$ cat config.mk
export PLATFORM = sky130hd
export DESIGN_NAME = sync_length_id_frame_deframer
export DESIGN_NICKNAME = d
export VERILOG_FILES = /design/src/rtl/core/sld_pkg.sv /design/src/rtl/core/sld_parser.sv /design/src/rtl/core/sync_length_id_frame_deframer.sv
export SDC_FILE = /design/constraint.sdc
export NUM_CORES = 1
export LEC_CHECK = 0
export ABC_CLOCK_PERIOD_IN_PS = 8100
export BUFFER_PORTS_ARGS = -buffer_cell sky130_fd_sc_hd__buf_2
export CAP_MARGIN = 20
export CORE_UTILIZATION = 25
export CTS_CLUSTER_SIZE = 25
export DETAILED_ROUTE_END_ITERATION = 8
export GPL_ROUTABILITY_DRIVEN = 0
export GPL_TIMING_DRIVEN = 1
export PLACE_DENSITY = 0.46
export SYNTH_ARGS = -nofsm -noshare
export SYNTH_HDL_FRONTEND = slang
export SYNTH_SLANG_ARGS = --single-unit
$ cat constraint.sdc
create_clock -name i_clk -period 8.1 [get_ports i_clk]
set_input_delay 0.405 -clock i_clk [delete_from_list [all_inputs] [get_ports i_clk]]
set_output_delay 0.405 -clock i_clk [all_outputs]
set_load 0.01 [all_outputs]
$ cat src/rtl/core/sld_pkg.sv
`timescale 1ns / 1ps

package sld_pkg;

    // field widths of the frame words
    localparam int unsigned BYTE_W = 8;
    localparam int unsigned LEN_W  = 9;

    // configuration register indexes
    localparam int unsigned REG_SYNC_VALUE = 0;

    // reset value of the sync byte register
    localparam logic [BYTE_W-1:0] SYNC_RESET = 8'hAA;

    // frame ids with their own payload rules
    localparam logic [BYTE_W-1:0] ID_DOUBLE_IV = 8'd1;
    localparam logic [BYTE_W-1:0] ID_PLAIN     = 8'd2;

    // parser phase, one-hot
    typedef enum logic [3:0] {
        PH_HUNT = 4'b0001,
        PH_LEN  = 4'b0010,
        PH_ID   = 4'b0100,
        PH_DATA = 4'b1000
    } t_phase;

    // one result word from the parser to the output register
    typedef struct packed {
        logic              emit;
        logic [BYTE_W-1:0] payload_byte;
        logic [BYTE_W-1:0] frame_id;
        logic [BYTE_W-1:0] frame_length;
        logic [LEN_W-1:0]  padded_length;
        logic [LEN_W-1:0]  byte_index;
        logic              last_byte;
    } t_result;

endpackage

$ cat src/rtl/core/sld_parser.sv
`timescale 1ns / 1ps

module sld_parser #(
    parameter int HEADER_LEN = 2,
    parameter int IV_LEN     = 16
) (
    input  logic                       i_clk,
    input  logic                       i_rst_n,
    input  logic                       i_step,
    input  logic [sld_pkg::BYTE_W-1:0] i_byte,
    input  logic [sld_pkg::BYTE_W-1:0] i_sync_value,
    output sld_pkg::t_result           o_res
);
    import sld_pkg::*;

    localparam int SYNC_W = $clog2(HEADER_LEN + 1);
    localparam logic [SYNC_W-1:0] SYNC_TARGET = SYNC_W'(HEADER_LEN);
    localparam logic [LEN_W-1:0]  EXTRA_DOUBLE = LEN_W'(2 * IV_LEN + HEADER_LEN);
    localparam logic [LEN_W-1:0]  EXTRA_PLAIN  = LEN_W'(2 + HEADER_LEN);
    localparam logic [LEN_W-1:0]  EXTRA_OTHER  = LEN_W'(IV_LEN + HEADER_LEN);

    t_phase             r_phase, n_phase;
    logic [SYNC_W-1:0]  r_sync_count, n_sync_count;
    logic [BYTE_W-1:0]  r_length, n_length;
    logic [BYTE_W-1:0]  r_id, n_id;
    logic [LEN_W-1:0]   r_padded, n_padded;
    logic [LEN_W-1:0]   r_total, n_total;
    logic [LEN_W-1:0]   r_pos, n_pos;

    logic [LEN_W-1:0]   len_plus;
    logic [SYNC_W-1:0]  sync_inc;
    logic [LEN_W:0]     pos_inc;
    logic               is_last;

    // round L+5 up to a multiple of sixteen
    assign len_plus = LEN_W'(i_byte) + LEN_W'(20);
    assign sync_inc = r_sync_count + SYNC_W'(1);
    assign pos_inc  = (LEN_W+1)'(r_pos) + (LEN_W+1)'(1);
    assign is_last  = pos_inc >= (LEN_W+1)'(r_total);

    // next state for one word
    always_comb begin
        n_phase      = r_phase;
        n_sync_count = r_sync_count;
        n_length     = r_length;
        n_id         = r_id;
        n_padded     = r_padded;
        n_total      = r_total;
        n_pos        = r_pos;
        case (r_phase)
            PH_HUNT: begin
                if (i_byte == i_sync_value) begin
                    if (sync_inc == SYNC_TARGET) begin
                        n_sync_count = '0;
                        n_phase      = PH_LEN;
                    end else begin
                        n_sync_count = sync_inc;
                    end
                end
            end
            PH_LEN: begin
                n_length = i_byte;
                n_padded = {len_plus[LEN_W-1:4], 4'b0000};
                n_phase  = PH_ID;
            end
            PH_ID: begin
                n_id  = i_byte;
                n_pos = '0;
                if (i_byte == ID_DOUBLE_IV) begin
                    n_total = r_padded + EXTRA_DOUBLE;
                end else if (i_byte == ID_PLAIN) begin
                    n_total = LEN_W'(r_length) + EXTRA_PLAIN;
                end else begin
                    n_total = r_padded + EXTRA_OTHER;
                end
                n_phase = PH_DATA;
            end
            PH_DATA: begin
                if (is_last) begin
                    n_phase = PH_HUNT;
                    n_pos   = '0;
                end else begin
                    n_pos = pos_inc[LEN_W-1:0];
                end
            end
            default: begin
                n_phase = PH_HUNT;
            end
        endcase
    end

    // result word for a payload byte
    always_comb begin
        o_res.emit          = (r_phase == PH_DATA);
        o_res.payload_byte  = i_byte;
        o_res.frame_id      = r_id;
        o_res.frame_length  = r_length;
        o_res.padded_length = r_padded;
        o_res.byte_index    = r_pos;
        o_res.last_byte     = is_last;
    end

    // control state
    always_ff @(posedge i_clk) begin
        if (!i_rst_n) begin
            r_phase      <= PH_HUNT;
            r_sync_count <= '0;
            r_length     <= '0;
            r_id         <= '0;
            r_padded     <= '0;
            r_total      <= '0;
            r_pos        <= '0;
        end else if (i_step) begin
            r_phase      <= n_phase;
            r_sync_count <= n_sync_count;
            r_length     <= n_length;
            r_id         <= n_id;
            r_padded     <= n_padded;
            r_total      <= n_total;
            r_pos        <= n_pos;
        end
    end

endmodule

$ cat src/rtl/core/sync_length_id_frame_deframer.sv
`timescale 1ns / 1ps

// Frame deframer for a serial byte stream: hunts for HEADER_LEN bytes equal
// to the sync register (other bytes are skipped without clearing the count),
// then takes a length byte and an id byte, and hands out every payload byte
// with the frame's id, length, padded length, index and a last flag. Header,
// length and id bytes give no output word. One byte is accepted every clock
// cycle unless the input side stalls; a byte passes an input register and the
// header/payload parser, and a payload byte goes on into the output register.
// The input stalls only when the output register is full and not being taken.
module sync_length_id_frame_deframer #(
    parameter int HEADER_LEN = 2,
    parameter int IV_LEN     = 16
) (
    input  logic                       i_clk,
    input  logic                       i_rst_n,
    // byte input
    input  logic                       i_valid,
    output logic                       o_ready,
    input  logic [sld_pkg::BYTE_W-1:0] i_rx_byte,
    // payload output
    output logic                       o_valid,
    input  logic                       i_ready,
    output logic [sld_pkg::BYTE_W-1:0] o_payload_byte,
    output logic [sld_pkg::BYTE_W-1:0] o_frame_id,
    output logic [sld_pkg::BYTE_W-1:0] o_frame_length,
    output logic [sld_pkg::LEN_W-1:0]  o_padded_length,
    output logic [sld_pkg::LEN_W-1:0]  o_byte_index,
    output logic                       o_last_byte,
    // register port
    input  logic                       psel,
    input  logic                       penable,
    input  logic                       pwrite,
    input  logic [2:0]                 paddr,
    input  logic [31:0]                pwdata,
    output logic [31:0]                prdata,
    output logic                       pready
);
    import sld_pkg::*;

    logic              r_in_valid;
    logic [BYTE_W-1:0] r_in_byte;
    logic              r_out_valid;
    t_result           r_out;
    logic [BYTE_W-1:0] r_sync_value;
    logic              advance;
    logic              reg_hit;
    t_result           res;

    // register file: one sync byte register
    assign pready  = 1'b1;
    assign reg_hit = (paddr[2] == 1'(REG_SYNC_VALUE));
    assign prdata  = reg_hit ? {{(32-BYTE_W){1'b0}}, r_sync_value} : '0;

    always_ff @(posedge i_clk) begin
        if (!i_rst_n) begin
            r_sync_value <= SYNC_RESET;
        end else if (psel && penable && pwrite && reg_hit) begin
            r_sync_value <= pwdata[BYTE_W-1:0];
        end
    end

    // handshake: the parser moves when an input byte is held and the output register can take a word
    assign advance = r_in_valid && (!r_out_valid || i_ready);
    assign o_ready = !r_in_valid || advance;

    // input register
    always_ff @(posedge i_clk) begin
        if (!i_rst_n) begin
            r_in_valid <= 1'b0;
        end else if (o_ready) begin
            r_in_valid <= i_valid;
        end
    end

    always_ff @(posedge i_clk) begin
        if (i_valid && o_ready) begin
            r_in_byte <= i_rx_byte;
        end
    end

    sld_parser #(
        .HEADER_LEN (HEADER_LEN),
        .IV_LEN     (IV_LEN)
    ) u_parser (
        .i_clk        (i_clk),
        .i_rst_n      (i_rst_n),
        .i_step       (advance),
        .i_byte       (r_in_byte),
        .i_sync_value (r_sync_value),
        .o_res        (res)
    );

    // output register
    always_ff @(posedge i_clk) begin
        if (!i_rst_n) begin
            r_out_valid <= 1'b0;
        end else if (advance) begin
            r_out_valid <= res.emit;
        end else if (i_ready) begin
            r_out_valid <= 1'b0;
        end
    end

    always_ff @(posedge i_clk) begin
        if (advance && res.emit) begin
            r_out <= res;
        end
    end

    assign o_valid         = r_out_valid;
    assign o_payload_byte  = r_out.payload_byte;
    assign o_frame_id      = r_out.frame_id;
    assign o_frame_length  = r_out.frame_length;
    assign o_padded_length = r_out.padded_length;
    assign o_byte_index    = r_out.byte_index;
    assign o_last_byte     = r_out.last_byte;

endmodule
==> results.toml <==
[outcome]
outcome = "finished, violations left"
violations = "design-rule violations"

[synthesis]
synthTopCellsByArea = "edfxtp_1 (30%), dfxtp_1 (24%), buf_4 (4.7%), nand2_1 (4.6%), a21oi_1 (4.0%)"
synth.top_cell.area_share_pct = 30.40
dominantRegCellSynth = "dfxtp_1"
yosysTopAreaCell = "edfxtp_1"
ys_ff_latch = 102
synth_cell_types = 56
async_reset_ff_share_pct = 0
seq_area_frac_synth_pct = 54.12
syn-cell-area_um2 = 4642
synth.avg_cell_area_um2 = 10.65
yosysWarnings = 0
synth_edf_count = 47
syn_inst = 436

[cts]
postCtsHoldBufs = 0
cts_buffer_depth = 2
cts_setup_buffers = 0
cts.clk_slew.worst_paths_ns = 0.07
numCtsBuffers = 9
clock-root-buffer = "clkbuf_16"
cts.repair.resized = 0
worstSkewPairLatency_ns = 0.35
cts_sinks = 102
cts.htree.levels = 3
cts_tree = "done"

[sta]
rsz0062_at_grt = "false"
fin_skew_ns = 0.009452
fmax_ghz = 0.3294
tightest_slew_ns = 0.9317
period_share_pct = 37.48
period_needed_ns = 3.036
hold_violations = 0
maxSlewViolCount = 0
fin_setup_tns_ns = 0
worst_hold_slack_ns = 0.2254
setup_viol = 0
slew_headroom_pct = 37.55

[routing]
wl_mm = 9.947
drt-wirelength-per-cell_um = 13.61
via_count = 3115
drc_errors = 4
ant_nets = 0
drtIter0Drc = 202
dr.pass1.iters = 6
routed_via_density = 4.261

[placement]
dp_cells = 714
post_dp_cell_area_um2 = 5074
dpl.hpwl_mm = 7.080
port_buffers = 72

[cells_and_area]
fin_nets = 560
instances_no_fill = 731
diodes = 0
final_area_um2 = 5418
layout_common_cells = "buf_2 (72), nand2_1 (57), dfxtp_1 (55)"
fillers = 1868
multi_input_area_um2 = 1854
fin_util_pct = 29.96
seq_area_um2 = 2512
final_common_cell = "buf_2"
layout-drive-gt1-share_pct = 21.91
syn2layout_area_growth_pct = 16.71

[worst_setup_path]
critPathLaunchType = "flop"
critPathCaptureType = "flop"
critical_path_class = "flop to flop"
worstPathArrival_ns = 3.31
crit_fanout = 10
worstPathRequired_ns = 8.37

[grt]
grt_max_degree = 45
grt-ovfl-total = 0
grtUsageTotal_pct = 11.06
grt_pass1_vias = 2984
antenna_found_initial = 0
grt_pass1_wl_mm = 16.19

[floorplanning]
start_util_pct = 25.67
die_y_um = 138.3
placementRows = 49
die_w_um = 138.3
fp.coreArea_um2 = 18090
die_area_um2 = 19120
pin_count = 128

[power_and_ir_drop]
power_density_nw_per_um2 = 196.0
leakage_nw = 2.150
irDropWorstVdd_mv = 0.09780

[flow_run]
drv_cap = 0

[hold_path]
hold_path.class = "input pin to flop"
layout make-up:
cell class / count / area share (%)
flip-flops and latches: 102 / 46.37
multi-input cells: 297 / 34.23
repair buffers: 75 / 7.206
well taps: 229 / 5.289
clock buffers: 9 / 4.157
clock inverters: 7 / 1.917
inverters: 12 / 0.8314
final timing paths:
| check | startpoint | end | slack, ns | cells after the start |
|---|---|---|---|---|
| setup / recovery | u_parser.r_pos[2] | u_parser.r_pos[5] | 5.06 | 11 |
| hold / removal | i_rx_byte[2] | r_in_byte[2] | 0.23 | 1 |
| setup reg to reg | u_parser.r_pos[2] | u_parser.r_pos[5] | 5.06 | 11 |
| hold reg to reg | u_parser.r_id[3] | o_frame_id[3] | 0.43 | 0 |
routing by layer:
layer | global-route usage (%) | routed length [um] | vias to the layer above
li1 | - | - | 1580
met1 | 14.15 | 4709 | 1438
met2 | 17.29 | 4558 | 82
met3 | 2.736 | 454 | 15
met4 | 5.795 | 224 | 0
met5 | 0 | 0 | -
worst max-delay path: stages (launching register included):
cell      delay, ns
dfxtp_1        0.49
nand3_2        0.16
or2_1          0.37
nor2_1         0.15
xor2_1         0.25
ha_1           0.29
a21o_1         0.18
a21oi_1        0.23
o21ai_4        0.10
a211oi_4       0.44
nand3_1        0.15
a31oi_1        0.17
synthesized netlist by cell type, types with 8 or more instances:
| library cell | instances |
|---|---|
| dfxtp_1 | 55 |
| clkbuf_1 | 12 |
| buf_2 | 8 |
| mux2i_1 | 9 |
| nand3_1 | 20 |
| xnor2_1 | 20 |
| nor2b_1 | 10 |
| nor2_1 | 29 |
| ha_1 | 13 |
| edfxtp_1 | 47 |
| inv_1 | 10 |
| a21oi_1 | 37 |
| xor2_1 | 8 |
| buf_4 | 29 |
| nand2_1 | 57 |
through the flow:
| stage | worst slack (ns) | power (mW) |
|---|---|---|
| 2_1_floorplan | 5.483 | 0.5942 |
| 3_3_place_gp | 5.130 | 0.5998 |
| 3_5_place_dp | 5.041 | 0.6002 |
| 4_1_cts | 5.022 | 1.076 |
| 5_1_grt | 4.832 | 1.100 |
| 6_report | 5.064 | 1.062 |
registers in the layout, summed over array words and instances, names as in the netlist:
name and cells:
o_padded_length 5, r_sync_value 8, r_in_valid 1, o_frame_id 8, u_parser.r_total 9, u_parser.r_phase 4
u_parser.r_id 8, u_parser.r_sync_count 2, o_byte_index 9, o_last_byte 1, o_payload_byte 8, o_valid 1
r_in_byte 8, o_frame_length 8, u_parser.r_length 8, u_parser.r_padded 5, u_parser.r_pos 9
cells by family (layout without fill, tap and decap cells):
| family | count (synthesis) | count (layout) | share of synthesized area, % |
|---|---|---|---|
| xor+xnor | 28 | 28 | 5.283 |
| mux | 9 | 9 | 1.941 |
| other cells | 2 | 29 | 0.1618 |
| buf+inv | 64 | 103 | 8.221 |
| fa+ha+maj | 13 | 13 | 3.504 |
| flops | 102 | 102 | 54.12 |
| compound gates | 66 | 66 | 9.165 |
| simple gates | 152 | 152 | 17.60 |
power by group:
part           switching, mW  total [mW]  internal [mW]
registers             0.0114       0.552          0.540
clock network          0.199       0.474          0.275
logic                 0.0228      0.0360         0.0132
total                  0.233        1.06          0.829
Note: power is estimated with default switching activity, not from simulation.
